==> config.mk <==
export PLATFORM = sky130hd
export DESIGN_NAME = base58_encoder
export DESIGN_NICKNAME = d
export VERILOG_FILES = /design/src/b58enc_pkg.sv /design/src/b58enc_ram.sv /design/src/b58enc_div58.sv /design/src/base58_encoder.sv
export VERILOG_INCLUDE_DIRS = /design/src /design/src/src
export SDC_FILE = /design/constraint.sdc
export NUM_CORES = 1
export LEC_CHECK = 0
export ABC_AREA = 1
export BUFFER_PORTS_ARGS = -buffer_cell sky130_fd_sc_hd__buf_2
export CORE_ASPECT_RATIO = 0.7
export CORE_MARGIN = 2
export CORE_UTILIZATION = 58
export DETAILED_ROUTE_END_ITERATION = 10
export PLACE_DENSITY = 0.74
export SYNTH_ARGS = -nofsm -noshare
export SYNTH_HDL_FRONTEND = slang
export SYNTH_SLANG_ARGS = --single-unit
==> constraint.sdc <==
create_clock -name aclk -period 23.6 [get_ports aclk]
set_input_delay 4.72 -clock aclk [delete_from_list [all_inputs] [get_ports aclk]]
set_output_delay 4.72 -clock aclk [all_outputs]
set_load 0.02 [all_outputs]
==> src/base58_encoder_assert.svh <==
// Assertion macros shared by the base58 encoder RTL.
`ifndef BASE58_ENCODER_ASSERT_SVH
`define BASE58_ENCODER_ASSERT_SVH

// Condition that holds at every clock edge out of reset
`define B58_ASSERT_ALWAYS(lbl, cond, msg) \
    lbl: assert property (@(posedge aclk) disable iff (!aresetn) (cond)) else $error(msg);

// Same-cycle implication
`define B58_ASSERT_IMPLY(lbl, ante, cons, msg) \
    lbl: assert property (@(posedge aclk) disable iff (!aresetn) (ante) |-> (cons)) \
        else $error(msg);

// Next-cycle implication
`define B58_ASSERT_NEXT(lbl, ante, cons, msg) \
    lbl: assert property (@(posedge aclk) disable iff (!aresetn) (ante) |=> (cons)) \
        else $error(msg);

`endif

==> src/b58enc_pkg.sv <==
// Package: sizes, sequencer states and alphabet lookup for the base58 encoder.
`timescale 1ns / 1ps

package b58enc_pkg;

    localparam int MAX_BYTES  = 32;
    localparam int MAX_DIGITS = 45;

    // Widths of counters and indexes
    localparam int DIG_W  = 6;                          // one base-58 digit
    localparam int DIG_AW = $clog2(MAX_DIGITS);         // digit store address
    localparam int CNT_W  = $clog2(MAX_DIGITS + 1);     // digit count
    localparam int BYTE_W = $clog2(MAX_BYTES + 1);      // byte and zero-run counts

    // Divide-by-58 unit: x = digit * 256 + carry stays below 2^14
    localparam int X_W      = 14;
    localparam int Q_W      = 8;
    localparam int RECIP_W  = 15;
    localparam int RECIP_SH = 20;
    localparam int PROD_W   = X_W + RECIP_W;
    localparam logic [RECIP_W-1:0] RECIP_58 = 15'd18079;   // ceil(2^20 / 58)

    typedef enum logic [2:0] {
        ST_IDLE,
        ST_FOLD,
        ST_EXT,
        ST_EMIT_ONE,
        ST_EMIT_RD,
        ST_EMIT_LD
    } b58_state_t;

    // Map a base-58 digit to its character; codes past 57 give '1'
    function automatic logic [7:0] b58_char(input logic [DIG_W-1:0] d);
        logic [7:0] d8;
        d8 = {2'b00, d};
        case (d) inside
            [6'd0:6'd8]:   b58_char = 8'h31 + d8;           // 1..9
            [6'd9:6'd16]:  b58_char = 8'h41 + d8 - 8'd9;    // A..H
            [6'd17:6'd21]: b58_char = 8'h4A + d8 - 8'd17;   // J..N
            [6'd22:6'd32]: b58_char = 8'h50 + d8 - 8'd22;   // P..Z
            [6'd33:6'd43]: b58_char = 8'h61 + d8 - 8'd33;   // a..k
            [6'd44:6'd57]: b58_char = 8'h6D + d8 - 8'd44;   // m..z
            default:       b58_char = 8'h31;
        endcase
    endfunction

endpackage

==> src/b58enc_ram.sv <==
// Generic single-write, single-read RAM with registered read data.
`timescale 1ns / 1ps

module b58enc_ram #(
    parameter int  WIDTH = 8,
    parameter int  DEPTH = 16,
    localparam int AW    = (DEPTH > 1) ? $clog2(DEPTH) : 1
) (
    input  logic             aclk,
    input  logic             we,
    input  logic [AW-1:0]    waddr,
    input  logic [WIDTH-1:0] wdata,
    input  logic [AW-1:0]    raddr,
    output logic [WIDTH-1:0] rdata
);

    logic [WIDTH-1:0] mem [DEPTH];

    // Write port and registered read port
    always_ff @(posedge aclk) begin
        if (we) begin
            mem[waddr] <= wdata;
        end
        rdata <= mem[raddr];
    end

endmodule

==> src/b58enc_div58.sv <==
// Shared divide-by-58 unit: quotient by reciprocal multiply, remainder by shift-add.
`timescale 1ns / 1ps

module b58enc_div58
    import b58enc_pkg::*;
(
    input  logic [X_W-1:0]   x,
    output logic [Q_W-1:0]   quot,
    output logic [DIG_W-1:0] rem
);

    logic [PROD_W-1:0] prod;
    logic [X_W-1:0]    q58;
    logic [X_W-1:0]    rem_full;

    // Reciprocal is exact for every x below 2^14
    assign prod = PROD_W'(x) * PROD_W'(RECIP_58);
    assign quot = prod[RECIP_SH +: Q_W];

    // 58 = 32 + 16 + 8 + 2
    assign q58 = X_W'({quot, 5'b0}) + X_W'({quot, 4'b0})
               + X_W'({quot, 3'b0}) + X_W'({quot, 1'b0});
    assign rem_full = x - q58;
    assign rem      = rem_full[DIG_W-1:0];

endmodule

==> src/base58_encoder.sv <==
// Top level: streaming base58 encoder with the Bitcoin alphabet.
`timescale 1ns / 1ps
`include "base58_encoder_assert.svh"

// Usage
//   Input stream: one message byte per item on s_axis_tdata, most significant
//   byte first, s_axis_tlast on the final byte. Output stream: one ASCII
//   character per item on m_axis_tdata, most significant first, m_axis_tlast on
//   the final character, m_axis_tuser set on every character of a message whose
//   bytes past 32 were dropped.
//   Each byte that is kept runs through the digit store one digit per cycle
//   using a single divide-by-58 unit: a fold over the D digits held before
//   the byte (D up to 45), then an extension that grows new digits while carry
//   is left, and a closing step. s_axis_tready is low for that whole time.
//   After the final byte the text comes out: each leading '1', then each digit
//   as a store read followed by an output load. A stall simply holds the output
//   register and the emission sequence; a new message byte may be accepted
//   while the last character still waits to be taken.
//   Reset (aresetn low, synchronous) empties the message and the output; no
//   clearing pass is needed, the first byte of a message ignores the store.

module base58_encoder
    import b58enc_pkg::*;
(
    input  logic       aclk,
    input  logic       aresetn,
    input  logic       s_axis_tvalid,
    output logic       s_axis_tready,
    input  logic [7:0] s_axis_tdata,    // [7:0] data_byte
    input  logic       s_axis_tlast,
    output logic       m_axis_tvalid,
    input  logic       m_axis_tready,
    output logic [7:0] m_axis_tdata,    // [7:0] out_char
    output logic       m_axis_tlast,
    output logic [0:0] m_axis_tuser     // [0] overflow
);

    b58_state_t state_reg, state_next;

    logic [Q_W-1:0]    carry_reg, carry_next;
    logic [DIG_AW-1:0] j_reg, j_next;
    logic [CNT_W-1:0]  digit_count_reg, digit_count_next;
    logic [BYTE_W-1:0] zero_run_reg, zero_run_next;
    logic              all_zero_reg, all_zero_next;
    logic [BYTE_W-1:0] byte_count_reg, byte_count_next;
    logic              ovf_reg, ovf_next;
    logic              last_pend_reg, last_pend_next;
    logic              fresh_reg, fresh_next;
    logic [BYTE_W-1:0] ones_reg, ones_next;
    logic [DIG_AW-1:0] dig_idx_reg, dig_idx_next;
    logic              m_valid_reg, m_valid_next;
    logic [7:0]        m_data_reg, m_data_next;
    logic              m_last_reg, m_last_next;
    logic              m_user_reg, m_user_next;

    logic              accept;
    logic              room;
    logic              fold_end;
    logic              ext_done;
    logic              out_free;
    logic [BYTE_W-1:0] ones_calc;
    b58_state_t        emit_state;

    logic              ram_we;
    logic [DIG_AW-1:0] ram_waddr;
    logic [DIG_W-1:0]  ram_wdata;
    logic [DIG_AW-1:0] ram_raddr;
    logic [DIG_W-1:0]  ram_rdata;
    logic [DIG_W-1:0]  fold_digit;

    logic [X_W-1:0]    div_x;
    logic [Q_W-1:0]    div_q;
    logic [DIG_W-1:0]  div_r;

    // Digit store, least significant digit at address zero
    b58enc_ram #(
        .WIDTH (DIG_W),
        .DEPTH (MAX_DIGITS)
    ) u_digits (
        .aclk  (aclk),
        .we    (ram_we),
        .waddr (ram_waddr),
        .wdata (ram_wdata),
        .raddr (ram_raddr),
        .rdata (ram_rdata)
    );

    b58enc_div58 u_div (
        .x    (div_x),
        .quot (div_q),
        .rem  (div_r)
    );

    // Handshake and sequencing conditions
    assign s_axis_tready = (state_reg == ST_IDLE);
    assign accept        = s_axis_tvalid && s_axis_tready;
    assign room          = (byte_count_reg < BYTE_W'(MAX_BYTES));
    assign fold_end      = ((CNT_W'(j_reg) + CNT_W'(1)) == digit_count_reg);
    assign ext_done      = (carry_reg == '0) || (digit_count_reg >= CNT_W'(MAX_DIGITS));
    assign out_free      = !m_valid_reg || m_axis_tready;

    // Leading '1's: an all-zero message keeps one zero as its digit
    assign ones_calc  = zero_run_reg
                      - BYTE_W'(all_zero_reg && (zero_run_reg != '0));
    assign emit_state = (ones_calc != '0) ? ST_EMIT_ONE : ST_EMIT_RD;

    // First byte of a message sees an empty store
    assign fold_digit = fresh_reg ? '0 : ram_rdata;

    // Feed the shared divider
    always_comb begin
        if (state_reg == ST_FOLD) begin
            div_x = X_W'({fold_digit, 8'h00}) + X_W'(carry_reg);
        end else begin
            div_x = X_W'(carry_reg);
        end
    end

    // Next state
    always_comb begin
        state_next = state_reg;
        case (state_reg)
            ST_IDLE: begin
                if (accept && room) begin
                    state_next = ST_FOLD;
                end else if (accept && s_axis_tlast) begin
                    state_next = emit_state;
                end
            end
            ST_FOLD: begin
                if (fold_end) begin
                    state_next = ST_EXT;
                end
            end
            ST_EXT: begin
                if (ext_done) begin
                    state_next = last_pend_reg ? emit_state : ST_IDLE;
                end
            end
            ST_EMIT_ONE: begin
                if (out_free && (ones_reg == BYTE_W'(1))) begin
                    state_next = ST_EMIT_RD;
                end
            end
            ST_EMIT_RD: begin
                state_next = ST_EMIT_LD;
            end
            ST_EMIT_LD: begin
                if (out_free) begin
                    state_next = (dig_idx_reg == '0) ? ST_IDLE : ST_EMIT_RD;
                end
            end
            default: begin
                state_next = ST_IDLE;
            end
        endcase
    end

    // Datapath and output register updates
    always_comb begin
        carry_next       = carry_reg;
        j_next           = j_reg;
        digit_count_next = digit_count_reg;
        zero_run_next    = zero_run_reg;
        all_zero_next    = all_zero_reg;
        byte_count_next  = byte_count_reg;
        ovf_next         = ovf_reg;
        last_pend_next   = last_pend_reg;
        fresh_next       = fresh_reg;
        ones_next        = ones_reg;
        dig_idx_next     = dig_idx_reg;
        m_valid_next     = m_valid_reg && !m_axis_tready;
        m_data_next      = m_data_reg;
        m_last_next      = m_last_reg;
        m_user_next      = m_user_reg;
        ram_we           = 1'b0;
        ram_waddr        = j_reg;
        ram_wdata        = div_r;
        ram_raddr        = '0;

        case (state_reg)
            ST_IDLE: begin
                // Take a byte: fold it in, or drop it when full
                if (accept) begin
                    if (room) begin
                        byte_count_next = byte_count_reg + BYTE_W'(1);
                        if (all_zero_reg && (s_axis_tdata == 8'h00)) begin
                            zero_run_next = zero_run_reg + BYTE_W'(1);
                        end else begin
                            all_zero_next = 1'b0;
                        end
                        carry_next     = s_axis_tdata;
                        j_next         = '0;
                        fresh_next     = (byte_count_reg == '0);
                        last_pend_next = s_axis_tlast;
                    end else begin
                        ovf_next = 1'b1;
                        if (s_axis_tlast) begin
                            ones_next    = ones_calc;
                            dig_idx_next = DIG_AW'(digit_count_reg - CNT_W'(1));
                        end
                    end
                end
            end
            ST_FOLD: begin
                // Multiply one digit by 256, add carry, keep remainder
                ram_we     = 1'b1;
                ram_waddr  = j_reg;
                carry_next = div_q;
                if (fold_end) begin
                    ram_raddr = '0;
                end else begin
                    ram_raddr = j_reg + DIG_AW'(1);
                    j_next    = j_reg + DIG_AW'(1);
                end
            end
            ST_EXT: begin
                // Grow the digit count while carry is left
                if (ext_done) begin
                    if (carry_reg != '0) begin
                        ovf_next = 1'b1;
                    end
                    if (last_pend_reg) begin
                        ones_next    = ones_calc;
                        dig_idx_next = DIG_AW'(digit_count_reg - CNT_W'(1));
                    end
                end else begin
                    ram_we           = 1'b1;
                    ram_waddr        = DIG_AW'(digit_count_reg);
                    digit_count_next = digit_count_reg + CNT_W'(1);
                    carry_next       = div_q;
                end
            end
            ST_EMIT_ONE: begin
                if (out_free) begin
                    m_valid_next = 1'b1;
                    m_data_next  = b58_char('0);
                    m_last_next  = 1'b0;
                    m_user_next  = ovf_reg;
                    ones_next    = ones_reg - BYTE_W'(1);
                end
            end
            ST_EMIT_RD: begin
                ram_raddr = dig_idx_reg;
            end
            ST_EMIT_LD: begin
                // Hold the read address so the digit stays put during a stall
                ram_raddr = dig_idx_reg;
                if (out_free) begin
                    m_valid_next = 1'b1;
                    m_data_next  = b58_char(ram_rdata);
                    m_last_next  = (dig_idx_reg == '0);
                    m_user_next  = ovf_reg;
                    if (dig_idx_reg == '0) begin
                        digit_count_next = CNT_W'(1);
                        zero_run_next    = '0;
                        all_zero_next    = 1'b1;
                        byte_count_next  = '0;
                        ovf_next         = 1'b0;
                    end else begin
                        dig_idx_next = dig_idx_reg - DIG_AW'(1);
                    end
                end
            end
            default: begin
            end
        endcase
    end

    // Control registers
    always_ff @(posedge aclk) begin
        if (!aresetn) begin
            state_reg       <= ST_IDLE;
            digit_count_reg <= CNT_W'(1);
            zero_run_reg    <= '0;
            all_zero_reg    <= 1'b1;
            byte_count_reg  <= '0;
            ovf_reg         <= 1'b0;
            m_valid_reg     <= 1'b0;
        end else begin
            state_reg       <= state_next;
            digit_count_reg <= digit_count_next;
            zero_run_reg    <= zero_run_next;
            all_zero_reg    <= all_zero_next;
            byte_count_reg  <= byte_count_next;
            ovf_reg         <= ovf_next;
            m_valid_reg     <= m_valid_next;
        end
    end

    // Payload registers
    always_ff @(posedge aclk) begin
        carry_reg     <= carry_next;
        j_reg         <= j_next;
        last_pend_reg <= last_pend_next;
        fresh_reg     <= fresh_next;
        ones_reg      <= ones_next;
        dig_idx_reg   <= dig_idx_next;
        m_data_reg    <= m_data_next;
        m_last_reg    <= m_last_next;
        m_user_reg    <= m_user_next;
    end

    assign m_axis_tvalid = m_valid_reg;
    assign m_axis_tdata  = m_data_reg;
    assign m_axis_tlast  = m_last_reg;
    assign m_axis_tuser  = m_user_reg;

    // Checks on the sequencer
    `B58_ASSERT_ALWAYS(a_count_range, (digit_count_reg != '0) && (digit_count_reg <= CNT_W'(MAX_DIGITS)), "digit count out of range")
    `B58_ASSERT_IMPLY(a_fold_index, state_reg == ST_FOLD, CNT_W'(j_reg) < digit_count_reg, "fold index past digit count")
    `B58_ASSERT_ALWAYS(a_byte_bound, byte_count_reg <= BYTE_W'(MAX_BYTES), "byte count past capacity")
    `B58_ASSERT_NEXT(a_msg_clear, (state_reg == ST_EMIT_LD) && out_free && (dig_idx_reg == '0), (byte_count_reg == '0) && m_axis_tlast && m_axis_tvalid, "message not closed after final character")

endmodule
==> flow_metrics.tcl <==
set metrics [dict create \
    postCtsSetupBuffers 0 \
    hold_violations 0 \
    largest_reg_flops 270 \
    drt_iter0_markers 1731 \
    finalWorstPathRequiredPeriod_ps 9430 \
    period_share 0.400 \
    drive_above_1_share 0.0582 \
    r2r_end "u_digits.mem[35][5]" \
    cts_made_buffers 34 \
    syn-cell-area_sq_um 20400 \
    first_pass_iters 6 \
    ant_nets 0 \
    cp-start-kind "flip-flop" \
    avgSynthCellArea_sq_um 9.62 \
    critPathCaptureType "flip-flop" \
    critPathArrivalTime_ps 9720 \
    core_sq_um 34700 \
    yosys_warnings 0 \
    dieArea_sq_um 36700 \
    cts.reportedPaths.clkPinSlew_ps 60 \
    post_drt_wl_per_cell_microns 18.4 \
    grt.overflow.total 0 \
    syn_nets 2351 \
    maxSlewViolCount 0 \
    nFillCells 2783 \
    cpMostUsedCell "inv_1" \
    post-dp-hpwl_mm 33.0 \
    grt_pass1_wl_mm 76.3 \
    finalNetCount 2354 \
    yosysSeqAreaShare 0.483 \
    crit_fanout 45 \
    max_freq_mhz 106 \
    setup-tns-final_ps 0 \
    slowest_stage "fa_1" \
    grt_util_all_layers 0.263 \
    antenna_found_initial 0 \
    synth-edff-count 308 \
    relSlewSlack 0.210 \
    whs_path_depth 0 \
    routed_wl_mm 48.2 \
    cts.sinks 338 \
    setup_violations 0 \
    critPathKind "flip-flop to flip-flop" \
    cts-root-buf "clkbuf_16" \
    routabilityCongestion 0.954 \
    r2r_setup_slack_ps 14170 \
    syn_inst 2118 \
    met2_usage 0.386 \
    setup_ws_ps 14170 \
    hold_path.class "flip-flop to flip-flop" \
    synth_top_area_frac 0.454 \
    grt_max_degree 92 \
    grt_pass1_vias 14200 \
    synth.area.top_cells "edfxtp_1 (45%), ha_1 (9.8%), inv_1 (6.6%), nand3_1 (6.2%), fa_1 (6.0%)" \
    via_per_inst 5.70 \
    hold_end "m_axis_tuser" \
    slowest_delay_ps 580 \
    timing.rr.start "state_reg[0]" \
    fin_skew_ps 25.8 \
    async_reset_ff_frac 0 \
    use_met3 0.0547 \
    holdBufCountCts 0 \
    synth_area_leader_cell "edfxtp_1" \
    worstHoldStart "ovf_reg" \
    io_pins 25 \
    vias 14900 \
    drv_cap 0 \
    insertion_delay_ps 540 \
    die_h_microns 161 \
    tightest_slew_ps 1180 \
    cts_tree "yes" \
    die_w_microns 228 \
    areaGrowthSynthToFinish_pct 8.12 \
    ys_types 54 \
    start_util 0.588 \
    busiest_layer "met1" \
    ys_seq_elements 338 \
    post_cts_resized 0 \
    met1_usage 0.404 \
    status "complete, no violations" \
    rsz0062_at_grt "no" \
    port_buffers 24 \
    drc 0 \
    clockBufferDepth 3 \
    rows 57 \
    pre_cts_slack_ps 14270 \
    reg2regPathDepth 41 \
    required_ps 23880 \
    h-tree-depth 2 \
    antenna_cells 0 \
    synth_ff_type "edfxtp_1" \
]
layout make-up:
class / instances / area (sq um) / share of cell area
inverters: 369 / 1390 / 0.0629
clock inverters: 19 / 196 / 0.00892
well taps: 472 / 591 / 0.0268
clock buffers: 43 / 941 / 0.0427
flip-flops and latches: 338 / 9850 / 0.447
multi-input cells: 1338 / 8830 / 0.401
repair buffers: 40 / 240 / 0.0109
cell usage after synthesis, types with 27 or more instances:
master and instances:
nand3_1 254, nand2_1 318, nand3b_1 64, clkbuf_1 31, nor2_1 147, fa_1 61, edfxtp_1 308, a21oi_1 78
o21ai_0 92, xor2_1 27, dfxtp_1 30, ha_1 159, inv_1 360
layout by cell type, fill, tap and decap left out, types with 3 or more instances in the layout:
| master | n |
|---|---|
| inv_1 | 360 |
| nand2_1 | 317 |
| edfxtp_1 | 308 |
| nand3_1 | 254 |
| ha_1 | 159 |
| nor2_1 | 147 |
| o21ai_0 | 92 |
| a21oi_1 | 78 |
| nand3b_1 | 64 |
| fa_1 | 61 |
| clkbuf_16 | 36 |
| dfxtp_1 | 30 |
| xor2_1 | 25 |
| buf_2 | 24 |
| o21ai_1 | 16 |
| buf_4 | 16 |
| nand4_1 | 15 |
| nor3_1 | 15 |
| o22ai_1 | 14 |
| inv_2 | 9 |
| xnor2_1 | 7 |
| a211oi_1 | 6 |
| nor3b_1 | 6 |
| clkinv_1 | 6 |
| nor4_1 | 5 |
| a31oi_1 | 5 |
| clkbuf_1 | 5 |
| clkinv_2 | 5 |
| a21o_1 | 4 |
| o21bai_1 | 4 |
| nor2_2 | 4 |
| or2_2 | 3 |
| nand2_4 | 3 |
| inv_6 | 3 |
| bufinv_16 | 3 |
worst max-delay path by stage:
stage                     slack, ps             endpoint    startpoint
after floorplan               14960   u_digits.mem[0][4]  state_reg[0]
after global placement        14520  u_digits.mem[32][5]  state_reg[0]
after detailed placement      14270  u_digits.mem[34][5]  state_reg[0]
after CTS                     14220  u_digits.mem[35][5]  state_reg[0]
after global routing          13480  u_digits.mem[34][5]  state_reg[0]
final                         14170  u_digits.mem[35][5]  state_reg[0]
per-layer routing:
layer	vias to the layer above	part of all wire
li1	7112	-
met1	7098	0.46
met2	642	0.43
met3	70	0.091
met4	0	0.017
met5	-	0
stage by stage:
step,hold slack [ps],instance area (sq um),std cells,utilization
6_report,442,22000,2619,0.636
5_1_grt,448,22000,2619,0.636
4_1_cts,449,22000,2619,0.636
3_5_place_dp,434,20900,2557,0.603
3_3_place_gp,421,20900,2557,0.603
2_1_floorplan,408,20400,2118,-
logic make-up after synthesis:
| family | after synthesis | synth area share |
|---|---|---|
| fa+ha+maj | 220 | 0.158 |
| simple gates | 841 | 0.190 |
| xor+xnor | 36 | 0.0155 |
| mux | 1 | 0.000491 |
| buf+inv | 442 | 0.0868 |
| compound gates | 240 | 0.0659 |
| flops | 338 | 0.483 |
critical path, delay by kind of cell (launching register included):
kind / cells / cell delay, ps
xor gates and xnor gates: 3 / 760
DFF: 1 / 380
buffers and inverters: 12 / 1390
AOI/OAI and AO/OA: 4 / 960
adders and majority gates: 9 / 3850
and+or+nand+nor: 13 / 1820
Power is not shown: default switching activity piles up to over one toggle a cycle in this logic, so the estimate is an artifact.
